[src/ugsi_pkg.sv]
package ugsi_pkg;

  localparam int TABLE_DEPTH = 256;
  localparam int IDX_W       = $clog2(TABLE_DEPTH);
  localparam int CNT_W       = IDX_W + 1;
  localparam int ADDR_W      = 5;
  localparam int HALF_TURN   = 1800;
  localparam int FULL_TURN   = 3600;
  localparam int WRAP_BIAS   = FULL_TURN * 20;
  localparam int MOD_STEPS   = 6;
  localparam int DIV1_STEPS  = 31;
  localparam int DIV2_STEPS  = 17;
  localparam int FIFO_DEPTH  = 4;
  localparam int FIFO_PTR_W  = $clog2(FIFO_DEPTH);

  localparam logic [2:0] REG_START    = 3'd0;
  localparam logic [2:0] REG_INTERVAL = 3'd1;
  localparam logic [2:0] REG_COUNT    = 3'd2;
  localparam logic [2:0] REG_MODE     = 3'd3;
  localparam logic [2:0] REG_FALLBACK = 3'd4;

  localparam logic [1:0] MODE_UNSIGNED = 2'd0;
  localparam logic [1:0] MODE_SIGNED   = 2'd1;
  localparam logic [1:0] MODE_ANGLE    = 2'd2;

  localparam logic [1:0] ST_BLEND    = 2'd0;
  localparam logic [1:0] ST_HOLD     = 2'd1;
  localparam logic [1:0] ST_FALLBACK = 2'd2;

  // After the index stage CLS_DIVIDE marks a beat that is blended.
  typedef enum logic [1:0] {
    CLS_WRITE    = 2'd0,
    CLS_FALLBACK = 2'd1,
    CLS_HOLD     = 2'd2,
    CLS_DIVIDE   = 2'd3
  } cls_e;

  typedef struct packed {
    logic [31:0]        start;
    logic [30:0]        interval;
    logic [CNT_W-1:0]   count;
    logic [1:0]         mode;
    logic signed [16:0] fallback;
  } cfg_t;

  typedef struct packed {
    cls_e             cls;
    logic [IDX_W-1:0] idx;
    logic [15:0]      word;
    logic [30:0]      offset;
  } item_t;

  function automatic logic [31:0] div_step(input logic [30:0] rem, input logic nbit,
                                           input logic [30:0] den);
    logic [31:0] t;
    logic [31:0] diff;
    t    = {rem, nbit};
    diff = t - {1'b0, den};
    if (t >= {1'b0, den}) begin
      return {diff[30:0], 1'b1};
    end
    return {t[30:0], 1'b0};
  endfunction

endpackage

[src/ugsi_if.sv]
interface ugsi_in_if;
  logic        valid;
  logic        ready;
  logic        command;
  logic [7:0]  sample_index;
  logic [15:0] sample_word;
  logic [31:0] query_time;

  modport source (output valid, command, sample_index, sample_word, query_time,
                  input ready);
  modport sink   (input valid, command, sample_index, sample_word, query_time,
                  output ready);
endinterface


[src/ugsi_front.sv]
module ugsi_front
  import ugsi_pkg::*;
(
  input  logic        clk_i,
  input  logic        rst_ni,
  input  cfg_t        cfg_i,
  ugsi_in_if.sink     in_i,
  input  logic        full_i,
  output logic        push_o,
  output item_t       item_o
);

  logic  fq_vld_q;
  item_t fq_item_q;
  item_t fq_item_d;
  logic  [31:0] diff;
  logic  accept;

  assign in_i.ready = !fq_vld_q || !full_i;
  assign accept     = in_i.valid && in_i.ready;
  assign push_o     = fq_vld_q && !full_i;
  assign item_o     = fq_item_q;

  always_comb begin
    diff             = in_i.query_time - cfg_i.start;
    fq_item_d.idx    = in_i.sample_index;
    fq_item_d.word   = in_i.sample_word;
    fq_item_d.offset = diff[30:0];
    if (!in_i.command) begin
      fq_item_d.cls = CLS_WRITE;
    end else if (cfg_i.count == '0) begin
      fq_item_d.cls = CLS_FALLBACK;
    end else if (cfg_i.interval == '0 || diff[31]) begin
      fq_item_d.cls = CLS_HOLD;
    end else begin
      fq_item_d.cls = CLS_DIVIDE;
    end
  end

  always_ff @(posedge clk_i or negedge rst_ni) begin
    if (!rst_ni) begin
      fq_vld_q <= 1'b0;
    end else if (accept) begin
      fq_vld_q <= 1'b1;
    end else if (push_o) begin
      fq_vld_q <= 1'b0;
    end
  end

  always_ff @(posedge clk_i) begin
    if (accept) begin
      fq_item_q <= fq_item_d;
    end
  end

endmodule

[src/flat_wrapper.sv]
// flat-port wrapper written by rule: the top's interface ports become plain ports
module ugsi_front_flat import ugsi_pkg::*;
  (clk_i, rst_ni, cfg_i, full_i, push_o, item_o, in_i_valid, in_i_command, in_i_sample_index, in_i_sample_word, in_i_query_time, in_i_ready);
  ugsi_in_if in_i_i ();
  input  logic clk_i;
  input  logic rst_ni;
  input  cfg_t cfg_i;
  input  logic full_i;
  output logic push_o;
  output item_t item_o;
  input wire logic [$bits(in_i_i.valid)-1:0] in_i_valid;
  input wire logic [$bits(in_i_i.command)-1:0] in_i_command;
  input wire logic [$bits(in_i_i.sample_index)-1:0] in_i_sample_index;
  input wire logic [$bits(in_i_i.sample_word)-1:0] in_i_sample_word;
  input wire logic [$bits(in_i_i.query_time)-1:0] in_i_query_time;
  output wire logic [$bits(in_i_i.ready)-1:0] in_i_ready;
  assign in_i_i.valid = in_i_valid;
  assign in_i_i.command = in_i_command;
  assign in_i_i.sample_index = in_i_sample_index;
  assign in_i_i.sample_word = in_i_sample_word;
  assign in_i_i.query_time = in_i_query_time;
  assign in_i_ready = in_i_i.ready;
  ugsi_front u_core (.clk_i(clk_i), .rst_ni(rst_ni), .cfg_i(cfg_i), .in_i(in_i_i), .full_i(full_i), .push_o(push_o), .item_o(item_o));
endmodule
[config.mk]
export PLATFORM = sky130hd
export DESIGN_NAME = ugsi_front_flat
export DESIGN_NICKNAME = d
export VERILOG_FILES = /design/src/ugsi_pkg.sv /design/src/ugsi_if.sv /design/src/ugsi_front.sv /design/src/flat_wrapper.sv
export SDC_FILE = /design/constraint.sdc
export NUM_CORES = 1
export LEC_CHECK = 0
export BUFFER_PORTS_ARGS = -buffer_cell sky130_fd_sc_hd__buf_2
export CAP_MARGIN = 20
export CELL_PAD_IN_SITES_DETAIL_PLACEMENT = 0
export CELL_PAD_IN_SITES_GLOBAL_PLACEMENT = 2
export CORE_MARGIN = 2
export CORE_UTILIZATION = 25
export CTS_CLUSTER_DIAMETER = 150
export CTS_CLUSTER_SIZE = 24
export DETAILED_ROUTE_END_ITERATION = 8
export GPL_TIMING_DRIVEN = 1
export MAX_ROUTING_LAYER = met4
export PLACE_DENSITY_LB_ADDON = 0.1
export SYNTH_ARGS = -nofsm -noshare
export SYNTH_HDL_FRONTEND = slang
export SYNTH_SLANG_ARGS = --single-unit
[constraint.sdc]
create_clock -name clk_i -period 2.6 [get_ports clk_i]
set_input_delay 0.26 -clock clk_i [delete_from_list [all_inputs] [get_ports clk_i]]
set_output_delay 0.26 -clock clk_i [all_outputs]
set_load 0.05 [all_outputs]
Word level (Yosys, flattened, before mapping). Index checks and enable logic that the tools add are counted.

Bits in registers: 58. Logic and storage cells: 22.

Add/subtract/negate cells: 1. Multiplexer cells: 4. Bitwise operators: 1. Reduce and logical (&&, ||, !) cells: 10.

Operators by type and width (number): 32-bit subtractor (1); 31-bit zero test (1); 9-bit zero test (1); 1-bit two-way mux (4); 1-bit logical AND (2); 1-bit zero test (2); 1-bit logical OR (2); 2-bit nonzero test (1); 2-bit OR reduction (1); 1-bit inverter (1).

Longest topological paths before layout.
Depth after elaboration: 4. Depth in mapped cells: 10. Mapped depth without buffers: 10.

Worst setup path before layout. Ideal clock, no wire load.

Kind: flip-flop to flip-flop. Start: reg u_core.fq_vld_q. End: reg u_core.fq_item_q, in the netlist u_core.item_o[0], enable pin. Setup time: 421 ps. Data arrival time: 2173 ps. Data required time: 2179 ps. Setup slack: 6 ps. Cell stages (with the launch flop): 3. Path buffers: 0. Clock period less this slack: 2594 ps. Cells stage by stage: dfrtp_1 nand2_1 and2_1.

Word-level cells in the longest chain between the ends: 3.

RTL lines: start: declaration (line ugsi_front.sv:13) `logic fq_vld_q;`; start signal: assignment (line ugsi_front.sv:42) `fq_vld_q <= 1'b0;`; start signal: assignment (line ugsi_front.sv:44) `fq_vld_q <= 1'b1;`; start signal: assignment (line ugsi_front.sv:46) `fq_vld_q <= 1'b0;`; 1-bit zero test (line ugsi_front.sv:19) `assign in_i.ready = !fq_vld_q || !full_i;`; 1-bit logical OR (line ugsi_front.sv:19); via in_i_ready (line flat_wrapper.sv:16) `output wire logic [$bits(in_i_i.ready)-1:0] in_i_ready;`; 1-bit logical AND (line ugsi_front.sv:20) `assign accept = in_i.valid && in_i.ready;`; via u_core.accept (line ugsi_front.sv:17) `logic accept;`; end signal: assignment (line ugsi_front.sv:52) `fq_item_q <= fq_item_d;`; end: declaration (line ugsi_front.sv:14) `item_t fq_item_q;`.

The timed path passes the listed nets, and every way through them passes these cells. A chain may end at the register's enable or synchronous reset.

Worst setup path after layout.
Start: in in_i_query_time[0]. End: reg u_core.fq_item_q, in the netlist u_core.item_o[30], data pin.

Word-level cells in the longest chain between the ends: 1.

RTL lines: start: declaration (line flat_wrapper.sv:15) `input wire logic [$bits(in_i_i.query_time)-1:0] in_i_query_time;`; 32-bit subtractor (line ugsi_front.sv:25) `diff = in_i.query_time - cfg_i.start;`; via u_core.diff[30] (line ugsi_front.sv:16) `logic [31:0] diff;`.

The timed path passes the listed nets, and every way through them passes these cells.

==> impl_results.md <==
- Status: completed
- PwrDens: 632 mW/mm²
- Syn_nets: 561
- Commonest non-fill, non-tap cells in the layout: buf_2, edfxtp_1, inv_1, a21oi_1, ha_1
- Pre-CTS WS: -95.7 ps
- Vias in the first global route: 3,521
- Internal Power: 2.35 mW
- H-Tree Depth: 3
- Crit-path max FO: 2
- Non-Filler Instances: 794
- Crit end category: flop
- PnR Total Power: 3.47 mW
- Fill cells: 1,586
- Rows: 45
- Netlist cell types: 54
- Switching share of power: 32.4%
- First-pass GRT wire length: 18,600 µm
- Largest net degree at the start of global routing: 58
- Core Box Area: 0.0150 mm²
- Fin nets: 784
- Worst Hold Class: input pin to flop
- Reg-to-Reg End: u_core.item_o[6]$_DFFE_PP_
- Bufs on Longest Clock Path: 2
- Arr. time, crit path: 2330 ps
- Net Sw Power: 1.12 mW
- Post-synthesis cell area: 0.00380 mm²
- Final period util: 86.8%
- Detailed Place HPWL: 10,300 µm
- Vias: 3,651
- CTS tree: done
- Die area: 0.0162 mm²
- Hold path startpoint: in_i_sample_index[5]
- Crit Reg-Reg Startpoint: u_core.fq_vld_q$_DFFE_PN0P_
- Leakage power: 2.57 nW
- Die W: 127 µm
- Remaining antenna violation count: 0
- Reg area: 0.00174 mm²
- Slew Limit Fails: 0
- Setup TNS Final: 0 ps
- Clk_skew: 6.11 ps
- RSZ-0062 raised after global routing: no
- Worst setup margin: 344 ps
- Cells after Synth: 377
- 1st-pass router iterations: 4
- Number of enable flip-flop cells after synthesis: 57
- Sequential share of power: 33.6%
- GRT Residual Overflow: 0
- Fraction of layout cells with a size suffix above 1: 39.6%
- R2R Setup Slk: 1310 ps
- Clock Pin Slew Worst Setup and Hold Paths: 50 ps
- Post-DR vias/cell: 4.60
- Flops & latches, synth: 58
- Hold Path End: u_core.item_o[52]$_DFFE_PP_
- Final Setup Violations: 0
- Total track usage: 15.6%
- DRT iter0 DRCs: 211
- Mean Syn Cell Area: 10.1 µm²
- Final Hold Viols: 0
- Most common cell after layout, fill and taps aside: buf_2
- Worst-Margin Slew: 492 ps
- Area of the multi-input gates: 0.00188 mm²
- WHS: 105 ps
- CTS Buf Count: 9
- Max_slew headroom: 67.0%
- CTS root buf: clkbuf_16
- Ys flop type: edfxtp_1
- Worst-case reg-to-reg path depth: 3
- Hold depth: 1
- Final instance area: 0.00549 mm²
- Drt total wl: 12,500 µm
- Sequential-to-total area share from yosys stat: 45.7%
- CTS Sinks: 58
- Final GP Congestion: 0.778
- Ports: 211
- Max Cap Viol: 0
- # Post-CTS Setup Buffers: 0
- Die height: 127 µm
- Worst IR Drop VDD: 0.000289 V
- Clk pwr share: 36.0%
- Maximum clock frequency: 443 MHz
- Synthesis-to-finish area growth: 44.7%
- Combinational Power Share: 30.4%
- Fin util: 36.5%
- WS Path Type: input pin to flop
- Data required, critical path: 2680 ps
- Placed Area: 0.00517 mm²
- Starting Density: 25.3%
- Average routed wire per standard cell: 15.8 µm
- Clock Latency Late Sink: 330 ps
- CP Launch Point: in_i_query_time[0]
- # placed instances: 776
- Tmin final: 2260 ps
- Worst setup SP type: input pin
- IO buf count: 191
- Warnings from Yosys: 0
- DRC Markers: 0
- Async SR Flop Fraction: 1.72%
- Initial antenna violation count: 2
-- cells in the mapped netlist (5+ instances only) --
cell type,n,area (µm²)
nand3_1,6,30.0
o21ai_0,20,100
xnor2_1,18,158
nor3_1,8,40.0
xor2_1,9,78.8
nor2_1,23,86.3
a21oi_1,36,180
nor4_1,8,50.1
a21o_1,11,82.6
nor2b_1,6,37.5
inv_1,41,154
ha_1,31,388
buf_2,5,25.0
edfxtp_1,57,1710
nand2_1,27,101
nand4_1,10,62.6
-- how the worst max path moves through the flow --
stage	endpoint	slack (ps)	cells past startpoint
2_1_floorplan	u_core.item_o[0]$_DFFE_PP_	6	2
4_1_cts	u_core.item_o[30]$_DFFE_PP_	220	12
3_3_place_gp	u_core.item_o[30]$_DFFE_PP_	-90	12
5_1_grt	u_core.item_o[30]$_DFFE_PP_	90	12
3_5_place_dp	u_core.item_o[30]$_DFFE_PP_	-100	12
6_report	u_core.item_o[30]$_DFFE_PP_	340	12
-- area by class of cell --
class	count	share of cell area, %
sequential	58	31.6
clock inverter	3	1.18
inverter	41	2.80
clock buffer	12	4.30
antenna	2	0.0911
multi-input combinational	271	34.2
tap	188	4.28
timing repair buffer	219	21.5
-- power by group through the flow --
stage	Clock [mW]	Sequential, mW	Combinational (mW)
after floorplan	0	1.46	0.426
after global placement	0	1.19	1.06
after detailed placement	0	1.19	1.06
after CTS	1.28	1.17	1.07
after global routing	1.32	1.17	1.15
final	1.25	1.17	1.06
-- per-layer routing --
layer	wire, µm	up-vias	share of wire (%)	track usage [%]
li1	-	1852	-	-
met1	5720	1646	46	19.0
met2	5700	143	45	25.1
met3	967	10	7.7	4.40
met4	153	0	1.2	5.24
met5	0	-	0	-
-- critical path, cell delays in order --
cell,delay [ps]
buf_2,90
inv_1,50
ha_1,170
inv_1,60
fa_1,400
a211oi_2,250
o211ai_1,180
a21oi_1,220
nor4b_1,90
buf_4,160
o32ai_1,310
xnor2_1,100
-- sequential cells by signal (all words and copies together) (netlist names) --
signal / flops
u_core.fq_vld_q: 1
u_core.item_o: 57
-- cell families after synthesis --
| group | Yosys count | share of synthesized area (%) |
|---|---|---|
| and+or+nand+nor | 106 | 14.2 |
| adders and majority gates | 32 | 10.7 |
| muxes | 2 | 0.560 |
| xor gates and xnor gates | 27 | 6.23 |
| buffers and inverters | 48 | 4.91 |
| AOI/OAI and AO/OA | 104 | 17.7 |
| DFF | 58 | 45.7 |
-- repair_timing --
item / in CTS / in global routing
hold endpoints to repair: 1 / 0
resized for setup: 0 / 1
hold buffers: 1 / 0
setup endpoints to repair: 0 / 1
No activity file was read; power rests on OpenSTA's default activity.
