==> src/ugsi_pkg.sv <==
package ugsi_pkg;

  localparam int TABLE_DEPTH = 256;
  localparam int IDX_W       = $clog2(TABLE_DEPTH);
  localparam int CNT_W       = IDX_W + 1;
  localparam int ADDR_W      = 5;
  localparam int HALF_TURN   = 1800;
  localparam int FULL_TURN   = 3600;
  localparam int WRAP_BIAS   = FULL_TURN * 20;
  localparam int MOD_STEPS   = 6;
  localparam int DIV1_STEPS  = 31;
  localparam int DIV2_STEPS  = 17;
  localparam int FIFO_DEPTH  = 4;
  localparam int FIFO_PTR_W  = $clog2(FIFO_DEPTH);

  localparam logic [2:0] REG_START    = 3'd0;
  localparam logic [2:0] REG_INTERVAL = 3'd1;
  localparam logic [2:0] REG_COUNT    = 3'd2;
  localparam logic [2:0] REG_MODE     = 3'd3;
  localparam logic [2:0] REG_FALLBACK = 3'd4;

  localparam logic [1:0] MODE_UNSIGNED = 2'd0;
  localparam logic [1:0] MODE_SIGNED   = 2'd1;
  localparam logic [1:0] MODE_ANGLE    = 2'd2;

  localparam logic [1:0] ST_BLEND    = 2'd0;
  localparam logic [1:0] ST_HOLD     = 2'd1;
  localparam logic [1:0] ST_FALLBACK = 2'd2;

  // After the index stage CLS_DIVIDE marks a beat that is blended.
  typedef enum logic [1:0] {
    CLS_WRITE    = 2'd0,
    CLS_FALLBACK = 2'd1,
    CLS_HOLD     = 2'd2,
    CLS_DIVIDE   = 2'd3
  } cls_e;

  typedef struct packed {
    logic [31:0]        start;
    logic [30:0]        interval;
    logic [CNT_W-1:0]   count;
    logic [1:0]         mode;
    logic signed [16:0] fallback;
  } cfg_t;

  typedef struct packed {
    cls_e             cls;
    logic [IDX_W-1:0] idx;
    logic [15:0]      word;
    logic [30:0]      offset;
  } item_t;

  function automatic logic [31:0] div_step(input logic [30:0] rem, input logic nbit,
                                           input logic [30:0] den);
    logic [31:0] t;
    logic [31:0] diff;
    t    = {rem, nbit};
    diff = t - {1'b0, den};
    if (t >= {1'b0, den}) begin
      return {diff[30:0], 1'b1};
    end
    return {t[30:0], 1'b0};
  endfunction

endpackage

==> src/ugsi_fifo.sv <==
module ugsi_fifo
  import ugsi_pkg::*;
(
  input  logic  clk_i,
  input  logic  rst_ni,
  input  logic  push_i,
  input  item_t item_i,
  input  logic  pop_i,
  output logic  vld_o,
  output logic  full_o,
  output item_t item_o
);

  item_t                 mem_q [FIFO_DEPTH];
  logic [FIFO_PTR_W-1:0] wr_ptr_q;
  logic [FIFO_PTR_W-1:0] rd_ptr_q;
  logic [FIFO_PTR_W:0]   cnt_q;

  assign vld_o  = cnt_q != '0;
  assign full_o = cnt_q == (FIFO_PTR_W+1)'(FIFO_DEPTH);
  assign item_o = mem_q[rd_ptr_q];

  always_ff @(posedge clk_i or negedge rst_ni) begin
    if (!rst_ni) begin
      wr_ptr_q <= '0;
      rd_ptr_q <= '0;
      cnt_q    <= '0;
    end else begin
      if (push_i) begin
        wr_ptr_q <= wr_ptr_q + 1'b1;
      end
      if (pop_i) begin
        rd_ptr_q <= rd_ptr_q + 1'b1;
      end
      if (push_i && !pop_i) begin
        cnt_q <= cnt_q + 1'b1;
      end else if (pop_i && !push_i) begin
        cnt_q <= cnt_q - 1'b1;
      end
    end
  end

  always_ff @(posedge clk_i) begin
    if (push_i) begin
      mem_q[wr_ptr_q] <= item_i;
    end
  end

endmodule

==> config.mk <==
export PLATFORM = sky130hd
export DESIGN_NAME = ugsi_fifo
export DESIGN_NICKNAME = d
export VERILOG_FILES = /design/src/ugsi_pkg.sv /design/src/ugsi_fifo.sv
export SDC_FILE = /design/constraint.sdc
export NUM_CORES = 1
export LEC_CHECK = 0
export ABC_CLOCK_PERIOD_IN_PS = 3300
export BUFFER_PORTS_ARGS = -buffer_cell sky130_fd_sc_hd__buf_2
export CORE_UTILIZATION = 50
export CTS_CLUSTER_SIZE = 16
export DETAILED_ROUTE_END_ITERATION = 8
export GPL_TIMING_DRIVEN = 0
export PLACE_DENSITY = 0.71
export SLEW_MARGIN = 10
export SYNTH_ARGS = -nofsm -noshare
export SYNTH_HDL_FRONTEND = slang
export SYNTH_SLANG_ARGS = --single-unit
==> constraint.sdc <==
create_clock -name clk_i -period 3.3 [get_ports clk_i]
set_input_delay 0.495 -clock clk_i [delete_from_list [all_inputs] [get_ports clk_i]]
set_output_delay 0.495 -clock clk_i [all_outputs]
set_load 0.01 [all_outputs]
# Word-level counts from Yosys, hierarchy flattened
# Memories as Yosys holds them, arrays and structs flattened.
# Cells that the tools add are included.
# W data, S select, Z words.
[op_classes] addsub=4 eq_ne=1 muxes=4 reduce_logical=6
[ops] operator="$mux W3" n=2
[ops] operator="$add A2 B1 Y2 const B" n=2
[ops] operator="$add A3 B1 Y3 const B" n=1
[ops] operator="$eq A3 B3 Y1 const B" n=1
[ops] operator="$reduce_bool A3 Y1" n=1
[ops] operator="$sub A3 B1 Y3 const B" n=1
[ops] operator="$logic_and A1 B1 Y1" n=2
[ops] operator="$logic_not A1 Y1" n=2
[ops] operator="$mux W1" n=2
[ops] operator="$reduce_bool A2 Y1" n=1
[totals] ff_bits=7 ramBits=228 input_bits=61 out_inout_bits=59 word_cells=19 memories=1
[memory_table] name="mem_q" words=4 word_bits=57 rd=1 rd_ports_with_merged_regs=0 wr=1 line_no="ugsi_fifo.sv:14" source="item_t mem_q [FIFO_DEPTH];"

# Depth between registers and ports, before layout
# Gate-level depths: netlist (run 1).
[logic_depth] depth_word=4 ltp_mapped=7 mapped_depth_nobuf=7

# Worst setup path before layout (run 1)
# No wires, ideal clock.
[synth_path] path_kind="register -> register" start="register wr_ptr_q[0]" end="memory mem_q[2][0] (netlist name), enable pin" setup_time_ns=0.421 arrival_time_ns=1.964 required_time_ns=2.879 slack_ns=0.915 path_stages_with_launch=4 path_buffers=0 synth_period_minus_slack_ns=2.385 path_cell_list="dfrtp_1 > inv_1 > ha_1 > and2_1"
[synth_lines] item="start: declaration" line_no="ugsi_fifo.sv:15" source="logic [FIFO_PTR_W-1:0] wr_ptr_q;"
[synth_lines] item="start signal: assignment" line_no="ugsi_fifo.sv:30" source="wr_ptr_q <= wr_ptr_q + 1'b1;"
[synth_lines] item="end: declaration" line_no="ugsi_fifo.sv:14"
# Straight into the memory's write port.

==> flow_summary_export.csv, run 1 <==
group,metric,value,unit
placed_design,place_inst,675,
power_and_ir_drop,power-per-cell-area,897,nW/µm²
sta,drv_slew,0,
placed_design,dpl_cell_area,9590,µm²
floorplan,ios,120,
placed_design,dp_hpwl,9.10,mm
critical_path,cp.required,2.80,ns
grt,grt_overflow,0,
critical_path,crit_type,"flip-flop to output port",
cells_and_area,syn_to_final_growth,19.6,%
critical_path,crit_start,"rd_ptr_q[1]",
sta,rsz0062_at_grt,"no",
flow_run,maxCapViolations,0,
power_and_ir_drop,p_leak,3.57,nW
sta,setup_tns,0,ns
clock_network,holdBufCountCts,1,
critical_path,endpoint_kind,"output port",
clock_network,htreeDepth,1,
clock_network,clock_latency,0.49,ns
critical_path,worstSetupEndpoint,"item_o[34]",
sta,hold_viol,0,
synth,syn-instance-count,332,
placed_design,portBuffers,119,
placed_design,post-place-ws,1.26,ns
sta,fin_ws,0.779,ns
synth,ys_types,20,
clock_network,cts_setup_buffers,0,
sta,max_freq,0.397,GHz
sta,setup_viol,0,
grt,grt_start_max_net_pins,37,
placed_design,place_congestion,0.661,
sta,finalCritPeriodShare,0.764,
detailed_routing,via_per_inst,5.36,
grt,grt_pass1_vias,4131,
synth,synth_area_leader_cell,"edfxtp_1",
cells_and_area,fin_nets,548,
clock_network,root_buffer,"clkbuf_16",
grt,antenna_found_initial,0,
sta,worst_slew_pin_slew,0.696,ns
synth,yosysWarnings,0,
floorplan,fp.dieArea,17800,µm²
cells_and_area,instances_no_fill,710,
grt,grt_pass1_wl,22.4,mm
synth,synth_top_area_frac,0.793,
detailed_routing,num_vias,3806,
critical_path,worstSetupStartpointType,"flip-flop",
critical_path,cp_cell_sequence,"buf_1, mux4_2, buf_2",
power_and_ir_drop,peakVddDrop,0.000513,V
critical_path,r2r.worst_path.cells,4,
critical_path,arrival,2.03,ns
detailed_routing,totalWireLength,14.5,mm
critical_path,crit_buf_inv,2,
critical_path,rrSetupSlack,1.55,ns
detailed_routing,dr.pass1.iters,6,
clock_network,cts.sinks,235,
clock_network,clock_path_buffers,3,
synth,netlist_area,8630,µm²
sta,clock_skew,0.00691,ns
cells_and_area,fill_cells,1194,
floorplan,core-area,16700,µm²
sta,max_slew_margin,0.536,
floorplan,initial_core_util,0.517,
synth,yosys-top-cells-area,"edfxtp_1 (79%), mux4_2 (15%), dfrtp_1 (2.0%)",
detailed_routing,drtAntennaViolNets,0,
detailed_routing,drt-initial-drc-count,285,
sta,period_needed,2.52,ns
clock_network,cts_made_buffers,23,
synth,synth.avg_cell_area,26.0,µm²
cells_and_area,antenna_cells,0,
critical_path,crit_path_top_delay_cell,"buf_1",
clock_network,tritoncts,"built",
synth,ys_seq_area_frac,0.814,
synth,synth_seq_cells,235,
worst_hold_path,holdCritPathClass,"primary input to flip-flop",
critical_path,reg2reg_to,"mem_q[1][12]",
floorplan,die_h,133,µm
critical_path,crit_family,"buffers and inverters",
synth,synth_nets,399,
cells_and_area,regArea,7020,µm²
cells_and_area,multiInputGateArea,1500,µm²
clock_network,clk_pin_slew_worst_paths,0.06,ns
floorplan,die_w,133,µm
critical_path,timing.rr.start,"wr_ptr_q[1]",
status,status,"finished clean",
detailed_routing,wl_per_cell,20.4,µm
clock_network,postCtsResizedCells,0,
detailed_routing,drc,0,
cells_and_area,final_area,10300,µm²
floorplan,rows,47,
cells_and_area,drive_gt1_frac,0.453,
critical_path,crit_path_max_incr_delay,0.56,ns
grt,gr-usage-all-layers,0.169,
critical_path,crit_cells,3,
critical_path,path_max_fanout,10,
-- stage by stage --
stage | hold WS [ns] | total power, mW | util
floorplan | 0.199 | 5.85 | -
global placement | 0.334 | 6.78 | 0.569
detailed placement | 0.340 | 6.86 | 0.574
CTS | 0.198 | 9.42 | 0.618
global route | 0.196 | 9.69 | 0.618
finish | 0.219 | 9.26 | 0.618
-- logic make-up (layout without fill, tap and decap cells) --
family | Yosys count | count (layout) | synth area share
simple gates | 9 | 9 | 0.00580
xor+xnor | 6 | 6 | 0.00609
mux | 58 | 58 | 0.150
compound gates | 1 | 1 | 0.000579
buf+inv | 17 | 175 | 0.0142
flops | 235 | 235 | 0.814
fa+ha+maj | 6 | 6 | 0.00957
-- flip-flops by register name (all words and copies together) (netlist names) --
| name | count |
|---|---|
| mem_q | 228 |
| cnt_q | 3 |
| rd_ptr_q | 2 |
| wr_ptr_q | 2 |
-- cell type report --
type / instances / share of cell area
sequential: 235 / 0.680
multi-input combinational: 80 / 0.145
timing repair buffer: 124 / 0.0664
clock buffer: 28 / 0.0576
tap: 220 / 0.0267
clock inverter: 6 / 0.0124
buffer: 13 / 0.0104
inverter: 4 / 0.00145
-- power by group --
part / internal [mW] / switching, mW / total, mW
sequential: 3.90 / 0.147 / 4.05
clock: 1.57 / 0.964 / 2.53
combinational: 1.29 / 1.38 / 2.67
-- cell usage in the layout (no fill, tap or decap) --
master / Yosys / routed
xnor2_1: 2 / 2
nand2_1: 2 / 2
buf_2: 3 / 122
mux2_2: 1 / 1
buf_1: 3 / 3
buf_12: 2 / 6
dlygate4sd3_1: 0 / 1
mux4_2: 57 / 57
edfxtp_1: 228 / 228
buf_4: 4 / 4
o21ai_0: 1 / 1
bufinv_16: 0 / 4
inv_1: 4 / 4
buf_6: 1 / 1
or3_1: 1 / 1
xor2_1: 4 / 4
clkbuf_16: 0 / 23
dfrtp_1: 7 / 7
fa_1: 1 / 1
ha_1: 5 / 5
and2_4: 0 / 4
clkinv_1: 0 / 2
nor2_1: 1 / 1
clkbuf_1: 0 / 5
nor3b_1: 1 / 1
-- per-layer routing --
layer / global-route usage / share of wire
met1: 0.212 / 0.40
met2: 0.299 / 0.54
met3: 0.0316 / 0.049
met4: 0.0480 / 0.016
met5: 0 / 0
-- worst min-delay path by stage --
stage | from | to | slack (ns) | depth (start not counted)
floorplan | rst_ni | cnt_q[0] | 0.20 | 0
global placement | rst_ni | cnt_q[2] | 0.33 | 1
detailed placement | rst_ni | cnt_q[2] | 0.34 | 1
CTS | item_i[39] | mem_q[2][39] | 0.20 | 1
global route | item_i[5] | mem_q[0][5] | 0.20 | 1
finish | item_i[5] | mem_q[0][5] | 0.22 | 1
-- Yosys cell counts --
master,n
edfxtp_1,228
mux4_2,57
dfrtp_1,7
ha_1,5
and2_1,4
buf_4,4
inv_1,4
xor2_1,4
buf_1,3
buf_2,3
buf_12,2
nand2_1,2
xnor2_1,2
buf_6,1
fa_1,1
mux2_2,1
nor2_1,1
nor3b_1,1
o21ai_0,1
or3_1,1
-- worst register-to-register path, stage by stage (launching register included) --
cell and delay (ns):
dfrtp_1 0.42, inv_1 0.12, ha_1 0.18, and2_4 0.41
buf_12 0.29
(Power assumes the default switching activity.)
==> run 2, diff against run 1 <==
--- a/config.mk
+++ b/config.mk
@@ -5,7 +5,7 @@
 export SDC_FILE = /design/constraint.sdc
 export NUM_CORES = 1
 export LEC_CHECK = 0
-export ABC_CLOCK_PERIOD_IN_PS = 3300
+export ABC_CLOCK_PERIOD_IN_PS = 2360
 export BUFFER_PORTS_ARGS = -buffer_cell sky130_fd_sc_hd__buf_2
 export CORE_UTILIZATION = 50
 export CTS_CLUSTER_SIZE = 16
==> constraint.sdc (replaced) <==
create_clock -name clk_i -period 2.36 [get_ports clk_i]
set_input_delay 0.354 -clock clk_i [delete_from_list [all_inputs] [get_ports clk_i]]
set_output_delay 0.354 -clock clk_i [all_outputs]
set_load 0.01 [all_outputs]
==> run 2 against run 1 <==
Setup slack got worse by 0.70 ns. Register-to-register slack got worse by 0.90 ns. First-iteration DRC count decreased by 30%. Global-route usage increased by 0.087 points. Cell count increased by 1.7%. Largest cell class unchanged. Combinational power increased by 44%. Total power increased by 45%. Hold slack got worse by 0.17 ns. Critical path depth increased by 2.
==> flow_summary_export.csv, run 2 (synthesis gave the netlist of run 1 again) <==
group,metric,value,unit
status,status,"finished clean",
worst_hold_path,min_to,"mem_q[3][1]",
grt,grt_pass1_vias,4175,
clock_network,root_buffer,"clkbuf_16",
critical_path,crit_path_max_incr_delay,0.52,ns
cells_and_area,fill_cells,1141,
cells_and_area,multiInputGateArea,1500,µm²
cells_and_area,largestRegisters,"mem_q: 228 flops, cnt_q: 3 flops",
grt,grt_overflow,0,
detailed_routing,wl_per_cell,20.1,µm
clock_network,clock_path_buffers,3,
clock_network,cts_made_buffers,24,
sta,clock_skew,0.0192,ns
worst_hold_path,holdCritPathClass,"primary input to flip-flop",
grt,gr-usage-all-layers,0.169,
placed_design,portBuffers,119,
floorplan,initial_core_util,0.517,
critical_path,r2r.worst_path.cells,4,
sta,setup_viol,0,
cells_and_area,largest-register,"mem_q",
detailed_routing,drt-initial-drc-count,200,
cells_and_area,final_area,10500,µm²
critical_path,endpoint_kind,"output port",
critical_path,path_max_fanout,10,
detailed_routing,totalWireLength,14.5,mm
worst_hold_path,hold_start,"item_i[1]",
floorplan,core-area,16700,µm²
sta,max_slew_margin,0.707,
grt,antenna_found_initial,1,
critical_path,crit_buf_inv,4,
placed_design,place_inst,675,
clock_network,clock_latency,0.51,ns
detailed_routing,drc,0,
power_and_ir_drop,p_leak,3.66,nW
placed_design,dp_hpwl,9.11,mm
floorplan,die_w,133,µm
placed_design,place_congestion,0.687,
detailed_routing,dr.pass1.iters,4,
clock_network,clk_pin_slew_worst_paths,0.06,ns
floorplan,fp.dieArea,17800,µm²
critical_path,timing.rr.start,"wr_ptr_q[0]",
flow_run,maxCapViolations,0,
grt,grt_pass1_wl,22.7,mm
cells_and_area,layout_common_cells,"edfxtp_1 (228), buf_2 (121), mux4_2 (57)",
clock_network,tritoncts,"built",
clock_network,cts.sinks,235,
critical_path,rrSetupSlack,0.65,ns
sta,fin_ws,0.0801,ns
sta,finalCritPeriodShare,0.966,
floorplan,rows,47,
detailed_routing,drtAntennaViolNets,0,
cells_and_area,layout.cells.most_common,"edfxtp_1",
grt,gr-usage-met3,0.0396,
grt,use_met1,0.220,
critical_path,worstSetupStartpointType,"flip-flop",
grt,met2_usage,0.288,
sta,worst_slew_pin_slew,0.440,ns
worst_hold_path,hold_depth,1,
critical_path,crit_family,"buffers and inverters",
critical_path,cp.required,2.01,ns
cells_and_area,largest_reg_flops,228,
critical_path,arrival,1.93,ns
sta,hold_viol,0,
sta,period_needed,2.28,ns
critical_path,crit_path_top_delay_cell,"mux4_2",
floorplan,ios,120,
critical_path,cp_cell_sequence,"buf_6, buf_12, buf_12, mux4_2, buf_2",
detailed_routing,num_vias,3846,
sta,rsz0062_at_grt,"yes",
cells_and_area,fin_nets,551,
sta,max_freq,0.439,GHz
cells_and_area,drive_gt1_frac,0.468,
placed_design,dpl_cell_area,9590,µm²
sta,drv_slew,0,
power_and_ir_drop,power-per-cell-area,1280,nW/µm²
cells_and_area,syn_to_final_growth,21.6,%
floorplan,die_h,133,µm
grt,grt_start_max_net_pins,35,
critical_path,crit_top_cell,"buf_12",
grt,grt_busiest_layer,"met2",
critical_path,reg2reg_to,"mem_q[0][54]",
power_and_ir_drop,peakVddDrop,0.000823,V
critical_path,crit_type,"flip-flop to output port",
clock_network,htreeDepth,1,
power_and_ir_drop,power,13.5,mW
cells_and_area,regArea,7020,µm²
detailed_routing,via_per_inst,5.33,
cells_and_area,instances_no_fill,722,
cells_and_area,final_util,0.629,
placed_design,post-place-ws,0.438,ns
critical_path,crit_cells,5,
cells_and_area,antenna_cells,0,
## run 2: report_power, final
group	switching, mW	leakage, nW	internal (mW)
clock	1.48	0.406	2.48
sequential	0.197	2.18	5.46
combinational	1.94	1.08	1.89
## run 2: layer usage
| metal | vias to the layer above | part of all wire |
|---|---|---|
| li1 | 1718 | - |
| met1 | 1988 | 0.40 |
| met2 | 111 | 0.52 |
| met3 | 27 | 0.055 |
| met4 | 2 | 0.020 |
| met5 | - | 0.0012 |
## run 2: worst max-delay path by stage
| stage | slack (ns) | from | end |
|---|---|---|---|
| 2_1_floorplan | 0.06 | wr_ptr_q[0] | mem_q[3][0] |
| 3_3_place_gp | -0.96 | push_i | mem_q[3][15] |
| 3_5_place_dp | 0.44 | rd_ptr_q[1] | item_o[18] |
| 4_1_cts | 0.008 | rd_ptr_q[0] | item_o[18] |
| 5_1_grt | -0.004 | rd_ptr_q[0] | item_o[37] |
| 6_report | 0.08 | rd_ptr_q[0] | item_o[36] |
## run 2: timing repair
action,4_1_cts,5_1_grt
buffers inserted,2,0
gates resized for setup,5,6
setup endpoints to repair,40,28
hold buffers,1,0
endpoints found under the hold margin,7,0
## run 2: stage by stage
step                TNS (ns)  hold slack (ns)
floorplan                  0           0.0584
global route        -0.00383           0.0424
global placement      -54.19            0.196
CTS                        0           0.0365
detailed placement         0            0.205
finish                     0           0.0517
## run 2: layout make-up
| cell class | instances | share of cell area |
|---|---|---|
| Multi-Input combinational cell | 80 | 0.142 |
| Clock inverter | 12 | 0.0176 |
| Sequential cell | 235 | 0.669 |
| Buffer | 13 | 0.0128 |
| Tap cell | 220 | 0.0262 |
| Timing Repair Buffer | 126 | 0.0685 |
| Inverter | 4 | 0.00143 |
| Clock buffer | 32 | 0.0621 |
